`src/hw/rtl/tme_pkg.sv`:
```
// ----------------------------------------------------------------------------
// Text to Morse encoder package
// Symbol codes, the Morse code table, character classification and the job
// record that travels from the front part to the back part.
// ----------------------------------------------------------------------------
package tme_pkg;

    localparam int MaxSyms    = 7;
    localparam int CntW       = 3;
    localparam int CodeW      = 5;
    localparam int NumCodes   = 36;
    localparam int IdxW       = 6;
    localparam int QueueDepth = 2;

    localparam logic [7:0] CharSpace  = 8'h20;
    localparam logic [7:0] CharZero   = 8'h30;
    localparam logic [7:0] CharOne    = 8'h31;
    localparam logic [7:0] CharNine   = 8'h39;
    localparam logic [7:0] CharLowerA = 8'h61;
    localparam logic [7:0] CharLowerZ = 8'h7a;
    localparam logic [IdxW-1:0] IdxDigitOne = 6'd26;
    localparam logic [IdxW-1:0] IdxDigitZero = 6'd35;

    typedef enum logic [1:0] {
        SYM_DOT  = 2'd0,
        SYM_DASH = 2'd1,
        SYM_SEP  = 2'd2,
        SYM_GAP  = 2'd3
    } t_symbol;

    // Pattern is left aligned: bit CodeW-1 is the first symbol, 1 means dash.
    typedef struct packed {
        logic [CntW-1:0]  len;
        logic [CodeW-1:0] bits;
    } t_code;

    localparam t_code CodeTable [NumCodes] = '{
        '{3'd2, 5'b01000}, '{3'd4, 5'b10000}, '{3'd4, 5'b10100}, '{3'd3, 5'b10000},
        '{3'd1, 5'b00000}, '{3'd4, 5'b00100}, '{3'd3, 5'b11000}, '{3'd4, 5'b00000},
        '{3'd2, 5'b00000}, '{3'd4, 5'b01110}, '{3'd3, 5'b10100}, '{3'd4, 5'b01000},
        '{3'd2, 5'b11000}, '{3'd2, 5'b10000}, '{3'd3, 5'b11100}, '{3'd4, 5'b01100},
        '{3'd4, 5'b11010}, '{3'd3, 5'b01000}, '{3'd3, 5'b00000}, '{3'd1, 5'b10000},
        '{3'd3, 5'b00100}, '{3'd4, 5'b00010}, '{3'd3, 5'b01100}, '{3'd4, 5'b10010},
        '{3'd4, 5'b10110}, '{3'd4, 5'b11000},
        '{3'd5, 5'b01111}, '{3'd5, 5'b00111}, '{3'd5, 5'b00011}, '{3'd5, 5'b00001},
        '{3'd5, 5'b00000}, '{3'd5, 5'b10000}, '{3'd5, 5'b11000}, '{3'd5, 5'b11100},
        '{3'd5, 5'b11110}, '{3'd5, 5'b11111}
    };

    typedef struct packed {
        logic            is_code;
        logic            is_space;
        logic [IdxW-1:0] idx;
    } t_class;

    // One request worth of symbols, already laid out in emission order.
    typedef struct packed {
        t_symbol [MaxSyms-1:0] syms;
        logic [CntW-1:0]       count;
        logic                  last;
    } t_job;

    function automatic t_class classify(logic [7:0] c);
        t_class     r;
        logic [7:0] d;
        r = '0;
        d = '0;
        if (c >= CharLowerA && c <= CharLowerZ) begin
            d = c - CharLowerA;
            r.is_code = 1'b1;
            r.idx     = d[IdxW-1:0];
        end else if (c >= CharOne && c <= CharNine) begin
            d = c - CharOne;
            r.is_code = 1'b1;
            r.idx     = d[IdxW-1:0] + IdxDigitOne;
        end else if (c == CharZero) begin
            r.is_code = 1'b1;
            r.idx     = IdxDigitZero;
        end else if (c == CharSpace) begin
            r.is_space = 1'b1;
        end
        return r;
    endfunction

endpackage

```
`src/hw/rtl/tme_front.sv`:
```
// ----------------------------------------------------------------------------
// Text to Morse encoder front part
// Accepts characters, classifies them and lays out the symbols of each one.
// ----------------------------------------------------------------------------
module tme_front import tme_pkg::*; (
    input  logic       i_clk,
    input  logic       i_rst_n,
    input  logic       i_valid,
    input  logic [7:0] i_char_code,
    input  logic       i_end_of_text,
    output logic       o_stall,
    input  logic       i_q_full,
    output logic       o_push,
    output t_job       o_job
);

    logic   r_pending;
    logic   n_pending;
    logic   accept;
    logic   pre;
    t_class cls;
    t_code  code;

    assign o_stall = i_q_full;
    assign accept  = i_valid && !i_q_full;
    assign cls     = classify(i_char_code);
    assign code    = cls.is_code ? CodeTable[cls.idx] : '0;
    assign pre     = r_pending && (i_char_code != CharSpace);

    always_comb begin
        logic [CntW-1:0] j;
        o_job      = '0;
        o_job.last = i_end_of_text;
        for (int k = 0; k < MaxSyms; k++) begin
            j = CntW'(k) - {{(CntW-1){1'b0}}, pre};
            o_job.syms[k] = SYM_DOT;
            if (pre && k == 0) begin
                o_job.syms[k] = SYM_SEP;
            end else if (cls.is_space) begin
                if (j == '0) begin
                    o_job.syms[k] = SYM_GAP;
                end else begin
                    o_job.syms[k] = SYM_SEP;
                end
            end else if (cls.is_code) begin
                if (j < code.len) begin
                    o_job.syms[k] = code.bits[CntW'(CodeW - 1) - j] ? SYM_DASH : SYM_DOT;
                end else begin
                    o_job.syms[k] = SYM_SEP;
                end
            end
        end
        o_job.count = {{(CntW-1){1'b0}}, pre};
        if (cls.is_space) begin
            o_job.count = o_job.count + CntW'(1) + {{(CntW-1){1'b0}}, i_end_of_text};
        end else if (cls.is_code) begin
            o_job.count = o_job.count + code.len + {{(CntW-1){1'b0}}, i_end_of_text};
        end
    end

    assign o_push    = accept && (o_job.count != '0);
    assign n_pending = accept ? (cls.is_code && !i_end_of_text) : r_pending;

    always_ff @(posedge i_clk) begin
        if (!i_rst_n) begin
            r_pending <= 1'b0;
        end else begin
            r_pending <= n_pending;
        end
    end

endmodule

```
`src/hw/rtl/tme_queue.sv`:
```
// ----------------------------------------------------------------------------
// Text to Morse encoder job queue
// Small first-in first-out store of symbol jobs between front and back.
// ----------------------------------------------------------------------------
module tme_queue import tme_pkg::*; #(
    parameter int Depth = QueueDepth
) (
    input  logic i_clk,
    input  logic i_rst_n,
    input  logic i_push,
    input  t_job i_job,
    output logic o_full,
    input  logic i_pop,
    output logic o_valid,
    output t_job o_job
);

    localparam int PtrW = (Depth > 1) ? $clog2(Depth) : 1;
    localparam int CntQW = $clog2(Depth + 1);
    localparam logic [PtrW-1:0] LastPtr = PtrW'(Depth - 1);

    t_job             r_mem [Depth];
    logic [PtrW-1:0]  r_wr_ptr;
    logic [PtrW-1:0]  r_rd_ptr;
    logic [CntQW-1:0] r_count;
    logic             do_push;
    logic             do_pop;

    assign o_full  = (r_count == CntQW'(Depth));
    assign o_valid = (r_count != '0);
    assign o_job   = r_mem[r_rd_ptr];
    assign do_push = i_push && !o_full;
    assign do_pop  = i_pop && o_valid;

    always_ff @(posedge i_clk) begin
        if (do_push) begin
            r_mem[r_wr_ptr] <= i_job;
        end
    end

    always_ff @(posedge i_clk) begin
        if (!i_rst_n) begin
            r_wr_ptr <= '0;
            r_rd_ptr <= '0;
            r_count  <= '0;
        end else begin
            if (do_push) begin
                r_wr_ptr <= (r_wr_ptr == LastPtr) ? '0 : r_wr_ptr + PtrW'(1);
            end
            if (do_pop) begin
                r_rd_ptr <= (r_rd_ptr == LastPtr) ? '0 : r_rd_ptr + PtrW'(1);
            end
            if (do_push && !do_pop) begin
                r_count <= r_count + CntQW'(1);
            end else if (do_pop && !do_push) begin
                r_count <= r_count - CntQW'(1);
            end
        end
    end

endmodule

```
`src/hw/rtl/tme_back.sv`:
```
// ----------------------------------------------------------------------------
// Text to Morse encoder back part
// Takes queued jobs and sends their symbols out one per cycle unless stalled.
// ----------------------------------------------------------------------------
module tme_back import tme_pkg::*; (
    input  logic       i_clk,
    input  logic       i_rst_n,
    input  logic       i_q_valid,
    input  t_job       i_job,
    output logic       o_pop,
    output logic       o_valid,
    input  logic       i_stall,
    output logic [1:0] o_symbol,
    output logic       o_run_last,
    output logic       o_text_done
);

    t_job            r_job;
    logic            r_busy;
    logic [CntW-1:0] r_idx;
    logic            r_out_valid;
    logic [1:0]      r_symbol;
    logic            r_run_last;
    logic            r_text_done;
    logic            out_free;
    logic            emit;
    logic            final_slot;
    logic            load;

    assign out_free   = !r_out_valid || !i_stall;
    assign emit       = r_busy && out_free;
    assign final_slot = (r_idx == r_job.count - CntW'(1));
    assign load       = i_q_valid && (!r_busy || (emit && final_slot));
    assign o_pop      = load;

    always_ff @(posedge i_clk) begin
        if (load) begin
            r_job <= i_job;
        end
        if (emit) begin
            r_symbol    <= r_job.syms[r_idx];
            r_run_last  <= final_slot;
            r_text_done <= final_slot && r_job.last;
        end
    end

    always_ff @(posedge i_clk) begin
        if (!i_rst_n) begin
            r_busy      <= 1'b0;
            r_idx       <= '0;
            r_out_valid <= 1'b0;
        end else begin
            if (load) begin
                r_busy <= 1'b1;
                r_idx  <= '0;
            end else if (emit) begin
                if (final_slot) begin
                    r_busy <= 1'b0;
                end
                r_idx <= r_idx + CntW'(1);
            end
            if (emit) begin
                r_out_valid <= 1'b1;
            end else if (!i_stall) begin
                r_out_valid <= 1'b0;
            end
        end
    end

    assign o_valid     = r_out_valid;
    assign o_symbol    = r_symbol;
    assign o_run_last  = r_run_last;
    assign o_text_done = r_text_done;

endmodule

```
`src/hw/rtl/text_to_morse_encoder_unit.sv`:
```
// ----------------------------------------------------------------------------
// Text to Morse encoder
// Turns a stream of text characters into international Morse symbols.
// ----------------------------------------------------------------------------
//
//  Channel   Direction  Handshake            Payload
//  input     in         i_valid / o_stall    i_char_code, i_end_of_text
//  output    out        o_valid / i_stall    o_symbol, o_run_last, o_text_done
//
// The front part accepts one character request per cycle while the job queue
// has room. A character yields from zero to seven symbols, and the back part
// sends one symbol per cycle while the output is not stalled; a request with
// no symbols pushes no job into the queue. The symbol serialiser in the back
// part sets the rate. Reset is synchronous and active low; it clears the
// pending separator flag, the queue and the output register. A stall on the
// output fills the queue and then stalls the input; the input side never
// stalls the output.
//
module text_to_morse_encoder_unit import tme_pkg::*; #(
    parameter int QDepth = QueueDepth
) (
    input  logic       i_clk,
    input  logic       i_rst_n,
    input  logic       i_valid,
    output logic       o_stall,
    input  logic [7:0] i_char_code,
    input  logic       i_end_of_text,
    output logic       o_valid,
    input  logic       i_stall,
    output logic [1:0] o_symbol,
    output logic       o_run_last,
    output logic       o_text_done
);

    // Job records pass from the classifier to the serialiser through the queue,
    // so the serialiser can wait without holding up the classifier until it fills.
    logic q_full;
    logic q_push;
    logic q_pop;
    logic q_valid;
    t_job front_job;
    t_job back_job;

    tme_front u_front (
        .i_clk         (i_clk),
        .i_rst_n       (i_rst_n),
        .i_valid       (i_valid),
        .i_char_code   (i_char_code),
        .i_end_of_text (i_end_of_text),
        .o_stall       (o_stall),
        .i_q_full      (q_full),
        .o_push        (q_push),
        .o_job         (front_job)
    );

    tme_queue #(
        .Depth (QDepth)
    ) u_queue (
        .i_clk   (i_clk),
        .i_rst_n (i_rst_n),
        .i_push  (q_push),
        .i_job   (front_job),
        .o_full  (q_full),
        .i_pop   (q_pop),
        .o_valid (q_valid),
        .o_job   (back_job)
    );

    // The serialiser keeps the current job and a slot counter, and loads the
    // next job in the cycle it sends the final slot: queued jobs run gap-free.
    tme_back u_back (
        .i_clk       (i_clk),
        .i_rst_n     (i_rst_n),
        .i_q_valid   (q_valid),
        .i_job       (back_job),
        .o_pop       (q_pop),
        .o_valid     (o_valid),
        .i_stall     (i_stall),
        .o_symbol    (o_symbol),
        .o_run_last  (o_run_last),
        .o_text_done (o_text_done)
    );

endmodule
```
`config.mk`:
```
export PLATFORM = sky130hd
export DESIGN_NAME = text_to_morse_encoder_unit
export DESIGN_NICKNAME = d
export VERILOG_FILES = /design/src/hw/rtl/tme_pkg.sv /design/src/hw/rtl/tme_front.sv /design/src/hw/rtl/tme_queue.sv /design/src/hw/rtl/tme_back.sv /design/src/hw/rtl/text_to_morse_encoder_unit.sv
export SDC_FILE = /design/constraint.sdc
export NUM_CORES = 1
export LEC_CHECK = 0
export BUFFER_PORTS_ARGS = -buffer_cell sky130_fd_sc_hd__buf_2
export CAP_MARGIN = 20
export CORE_MARGIN = 3
export CORE_UTILIZATION = 40
export DETAILED_ROUTE_END_ITERATION = 6
export PLACE_DENSITY = 0.65
export SETUP_SLACK_MARGIN = 0.5
export SKIP_CTS_REPAIR_TIMING = 1
export SYNTH_ARGS = -nofsm -noshare
export SYNTH_HDL_FRONTEND = slang
export SYNTH_SLANG_ARGS = --single-unit
```
`constraint.sdc`:
```
create_clock -name i_clk -period 7.9 [get_ports i_clk]
set_clock_uncertainty 0.1 [all_clocks]
set_input_delay 1.58 -clock i_clk [delete_from_list [all_inputs] [get_ports i_clk]]
set_output_delay 1.58 -clock i_clk [all_outputs]
set_load 0.005 [all_outputs]
```
Word-level counts from Yosys, hierarchy flattened
Memories as Yosys holds them, arrays and structs flattened. A register that Yosys moved wholly into a read port is not among the register bits. Index checks and enable logic that the tools add are counted.

Bits in registers: 14. Bits in writable memories: 36. Memory bits (read-only): 512. Input port bits: 13. Output and inout bits: 6. Logic and storage cells: 182. Memories: 2.

Memories: (no name shown) (words 64, bits a word 8, read ports 1, clocked after memory_dff 0, wr ports 0, RTL line tme_front.sv:27) `assign code = cls.is_code ? CodeTable[cls.idx] : '0;`; u_queue.r_mem (words 2, bits a word 18, read ports 1, clocked after memory_dff 1, wr ports 1, RTL line tme_queue.sv:22) `t_job r_mem [Depth];`.

$add $sub $neg: 27. Order comparisons: 20. Equality and inequality tests: 6. Muxes and demuxes: 78. Bitwise gates (word level): 2. Reductions and logical operators: 37.

Operator list (number): two-way mux 2 bit (25); two-way mux 1 bit (37); less-than comparator 3 x 4 -> 1 bit, second input constant (8); two-way mux 8 bit (3); binary-select mux 1 bit (select 3 bit) (7); zero test 3 bit (7); less-than comparator 3 bit (7); subtractor 3 bit, first input constant (7); two-way mux 6 bit (3); equality test 8 x 6 -> 1 bit, second input constant (2); logical AND 1 bit (14); subtractor 6 bit, second input constant (2); greater-or-equal comparator 8 x 6 -> 1 bit, second input constant (1); greater-or-equal comparator 8 x 7 -> 1 bit, second input constant (1); <= comparator 8 x 6 -> 1 bit, second input constant (1); <= comparator 8 x 7 -> 1 bit, second input constant (1); inequality test 8 x 6 -> 1 bit, second input constant (1); nonzero test 2 bit (4); greater-or-equal comparator 7 bit, second input constant (1); zero test 1 bit (7); inverter 6 -> 7 bit (1); adder 3 x 1 -> 3 bit (2); adder 6 x 5 -> 6 bit, second input constant (1); binary-select mux 2 bit (select 3 bit) (1); 20 further kinds (26).

Logic depth before layout (Yosys ltp)
Word-level depth: 20. Mapped depth: 23. Depth with buffers taken out: 22.

Modules after synthesis
From an unflattened synthesis, not the netlist that was laid out.

Cell total of the unflattened synthesis: 362. Area, all modules: 4320.4 sq um.

By module, submodules not included: tme_front (instances 1, cells an instance 215, area an instance 1676.6 sq um, sequential area each 20.0 sq um); tme_queue (instances 1, cells an instance 81, area an instance 1532.7 sq um, sequential area each 1181.1 sq um); tme_back (instances 1, cells an instance 66, area an instance 1111.1 sq um, sequential area each 760.7 sq um).

Worst setup path after synthesis
Ideal clock, no wire load.

Path type: input -> register. Start point: in i_char_code[0]. End point: reg u_queue.r_count[1]. Library setup time: 70 ps. Data arrival time: 5918 ps. Data required time: 7730 ps. Path slack: 1812 ps. Cell stages on the path: 21. Buffers on the path: 0. Path through: inv_1 ha_1 or4b_4 nor2_4 or3_2 mux2_2 ha_1 o21a_1 o32ai_1 nand2_1 o21ai_0 a21oi_1 fa_1 ha_1 a21oi_1 inv_1 o21bai_1 o211ai_4 ha_1 or3_1 a21oi_1.

RTL lines: start, declared (RTL line text_to_morse_encoder_unit.sv:26) `input logic [7:0] i_char_code,`; end signal, assigned (RTL line tme_queue.sv:54) `r_count <= r_count + CntQW'(1);`; end signal, assigned (RTL line tme_queue.sv:56) `r_count <= r_count - CntQW'(1);`; end, declared (RTL line tme_queue.sv:25) `logic [CntQW-1:0] r_count;`.

==> out/metrics.yaml <==
detailed_routing:
  drtPass1Iterations: 4
  post_drt_wl_per_cell_microns: 14.6
  viasPerCell: 5.36
  vias: 2659
  antenna_left: 0
  drt-total-wl_microns: 7230
  drtIter0Drc: 151
  drc: 0
pwr:
  powerDensity_nw_per_um2: 243
  swShare_pct: 27.1
  internal_power_uw: 760
  comb_power_share_pct: 23.6
  p_sw_uw: 283
  pwr-share-clk_pct: 28.1
  seqPwrFrac_pct: 48.3
  vdd_drop_max_v: 0.000114
  p_leak_nw: 1.62
yosys:
  synth_top_family_by_area: "compound AO/OA/AOI/OAI gates"
  synth-edff-count: 55
  postSynthCellCount: 348
  yosysWarnings: 0
  synth_flop_cell: "edfxtp_1"
  synth.area.top_cells: "edfxtp_1, ha_1, mux2_2, dfxtp_1, nor2_1"
  synthXorXnorAreaFrac_pct: 2.69
  synth-seq-area-share_pct: 47.5
  synthMuxAreaShare_pct: 9.85
  ys_async_sr_fraction_pct: 0
  synth_compound_area_share_pct: 15.0
  synth.avg_cell_area_sq_um: 11.2
  synthAdderAreaFrac_pct: 7.89
  yosysTopAreaCell: "edfxtp_1"
  synthTopCellsByCount: "edfxtp_1, nor2_1, ha_1, mux2_2, nand2_1"
  netlist.area_leader.share_pct: 42.3
  yosysMostFrequentCell: "edfxtp_1"
  synth_seq_cells: 65
  ys_types: 64
  syn_area_sq_um: 3900
  yosys.area_share.simple_pct: 12.4
  syn_nets: 385
floorplan:
  ioPinCount: 19
  initial_core_util_pct: 41.6
  fp.dieW_microns: 105
  fp-row-count: 35
  dieArea_sq_um: 11000
  coreArea_sq_um: 9370
  die_y_microns: 105
global_route:
  grt_max_degree: 19
  grt_first_pass_wirelength_microns: 12500
  grtUsageMet1_pct: 17.2
  globalRoute.totalOverflow: 0
  grt_usage_pct: 13.9
  met2_usage_pct: 23.5
  antenna_found_initial: 0
  met3_usage_pct: 2.72
  gr-max-usage-layer: "met2"
  grt_pass1_vias: 2689
setup_path:
  crit_type: "in2reg"
  critPathBufInv: 3
  cp.depth: 19
  crit_family: "compound AO/OA/AOI/OAI gates"
  crit_path_max_incr_delay_ns: 0.59
  timing.rr.start: "u_front.r_pending"
  worstSetupEndpoint: "u_queue.r_count[1]"
  cp_slowest_cell: "a22o_1"
  r2r-end: "u_queue.r_mem[1][13]"
  cp-start-kind: "primary input"
  rrSetupSlack_ns: 4.74
  critical_path.startpoint: "i_char_code[0]"
  worstPathCellList: "buf_2 > inv_1 > ha_1 > o21bai_1 > a211oi_4 > a22o_1 > clkinv_2 > ha_1 > a21oi_1 > o21ai_0 > a21oi_1 > fa_1 > nand2_1 > o221ai_1 > o21bai_1 > o211ai_4 > ha_1 > or3_1 > a21oi_1"
  worstPathArrival_ns: 6.54
  r2r_cells: 8
  crit_required_ns: 8.07
  cp-end-kind: "flop"
  crit_fanout: 14
layout:
  diodes: 0
  layout-drive-gt1-share_pct: 20.2
  design_area_sq_um: 4290
  area_growth_pct: 9.97
  fin_nets: 399
  fillerInstances: 886
flow_run:
  maxCapViolations: 0
sta:
  rsz0062_at_grt: "false"
  final-hold-violation-count: 0
  setup_tns_ns: 0
  setup_violations: 0
  period_needed_ns: 6.37
  worstMarginPinSlew_ns: 0.801
  slew_viol_final: 0
  fmax_mhz: 157
  fin_crit_sh_pct: 80.6
  hold_slack_ns: 0.383
  slew-limit-headroom_pct: 46.5
place:
  placed_area_sq_um: 4070
  gp_congestion: 0.894
  port-buffer-count: 18
  hpwl_microns: 5370
clock_tree:
  clk_latency_ns: 0.33
  clkTransAtPathRegs_ns: 0.07
  cts_buffer_depth: 2
  cts.root.buffer_cell: "clkbuf_8"
  cts_max_level: 3
  cts.sinks: 65
  cts_tree: "yes"
  numCtsBuffers: 9
run_status:
  status: "complete, no violations"
worst_hold_path:
  hp-class: "reg2reg"
[registers in the layout, summed over array words and instances (netlist names), 2 cells and up]
signal / flops
u_queue.r_mem: 34
u_back.r_job: 17
u_back.r_idx: 3
u_back.o_symbol: 2
u_queue.r_count: 2
[layout make-up]
| class | instances | area, sq um | area share [%] |
|---|---|---|---|
| timing repair buffer | 20 | 105 | 2.45 |
| clock inverter | 2 | 35.0 | 0.817 |
| clock buffer | 14 | 183 | 4.26 |
| inverter | 23 | 90.1 | 2.10 |
| multi-input combinational | 243 | 1860 | 43.5 |
| sequential | 65 | 1850 | 43.2 |
| tap | 129 | 161 | 3.76 |
[power groups by stage]
stage / sequential (mW) / combinational (mW) / clock (mW)
finish: 0.503 / 0.246 / 0.293
detailed placement: 0.513 / 0.247 / 0
global placement: 0.510 / 0.243 / 0
global route: 0.513 / 0.275 / 0.318
floorplan: 0.483 / 0.219 / 0
CTS: 0.505 / 0.249 / 0.302
[placed cells by master (no fill, tap or decap), types with 3 or more instances in the layout]
cell type  count
nor2_1        26
nand3_1        9
edfxtp_1      55
o21ai_0       13
o21bai_1       6
xor2_1         4
nand2_1       23
nor3_1        10
clkbuf_8      13
a41oi_1        3
mux2_2        23
nand2b_1       5
mux2i_1        8
xnor2_1        8
a21oi_1       18
inv_1         21
and2_1         5
dfxtp_1       10
o211ai_1       7
buf_2         18
ha_1          23
o31ai_1        3
[worst min-delay path by stage]
stage                     cells past startpoint          endpoint  slack (ns)             start
final                                         2  u_queue.r_wr_ptr        0.38  u_queue.r_wr_ptr
after global routing                          2     u_back.r_busy        0.44     u_back.r_busy
after CTS                                     2  u_queue.r_wr_ptr        0.39  u_queue.r_wr_ptr
after detailed placement                      2  u_queue.r_wr_ptr        0.38  u_queue.r_wr_ptr
after global placement                        2  u_queue.r_wr_ptr        0.37  u_queue.r_wr_ptr
after floorplan                               2  u_queue.r_wr_ptr        0.35  u_queue.r_wr_ptr
[metrics by stage]
| stage | util (%) | total power [mW] | setup slack (ns) | std cells |
|---|---|---|---|---|
| after floorplan | - | 0.702 | 1.81 | 348 |
| after global placement | 43.5 | 0.753 | 1.34 | 480 |
| after detailed placement | 43.5 | 0.759 | 1.18 | 480 |
| after CTS | 45.8 | 1.06 | 1.53 | 496 |
| after global routing | 45.8 | 1.11 | 1.10 | 496 |
| final | 45.8 | 1.04 | 1.53 | 496 |
[per-layer routing]
metal,share of wire [%],wire [microns]
met5,0,0
met4,1.4,102
met3,3.8,277
met2,49,3540
met1,46,3310
[worst reg2reg max path, stage by stage (launching register included)]
cell and delay, ns:
dfxtp_1 0.35, nand2_1 0.27, inv_1 0.24, fa_1 0.45
ha_1 0.23, nor3_1 0.19, nand3_1 0.15, o211ai_4 0.14
and2_1 0.66
[cells by family (layout without fill, tap and decap cells)]
| logic type | after synthesis | count (layout) |
|---|---|---|
| compound gates | 79 | 79 |
| mux | 33 | 33 |
| fa+ha+maj | 24 | 24 |
| simple gates | 95 | 95 |
| buf+inv | 40 | 59 |
| xor+xnor | 12 | 12 |
| flops | 65 | 65 |
Power figures use the tool's default switching activity.
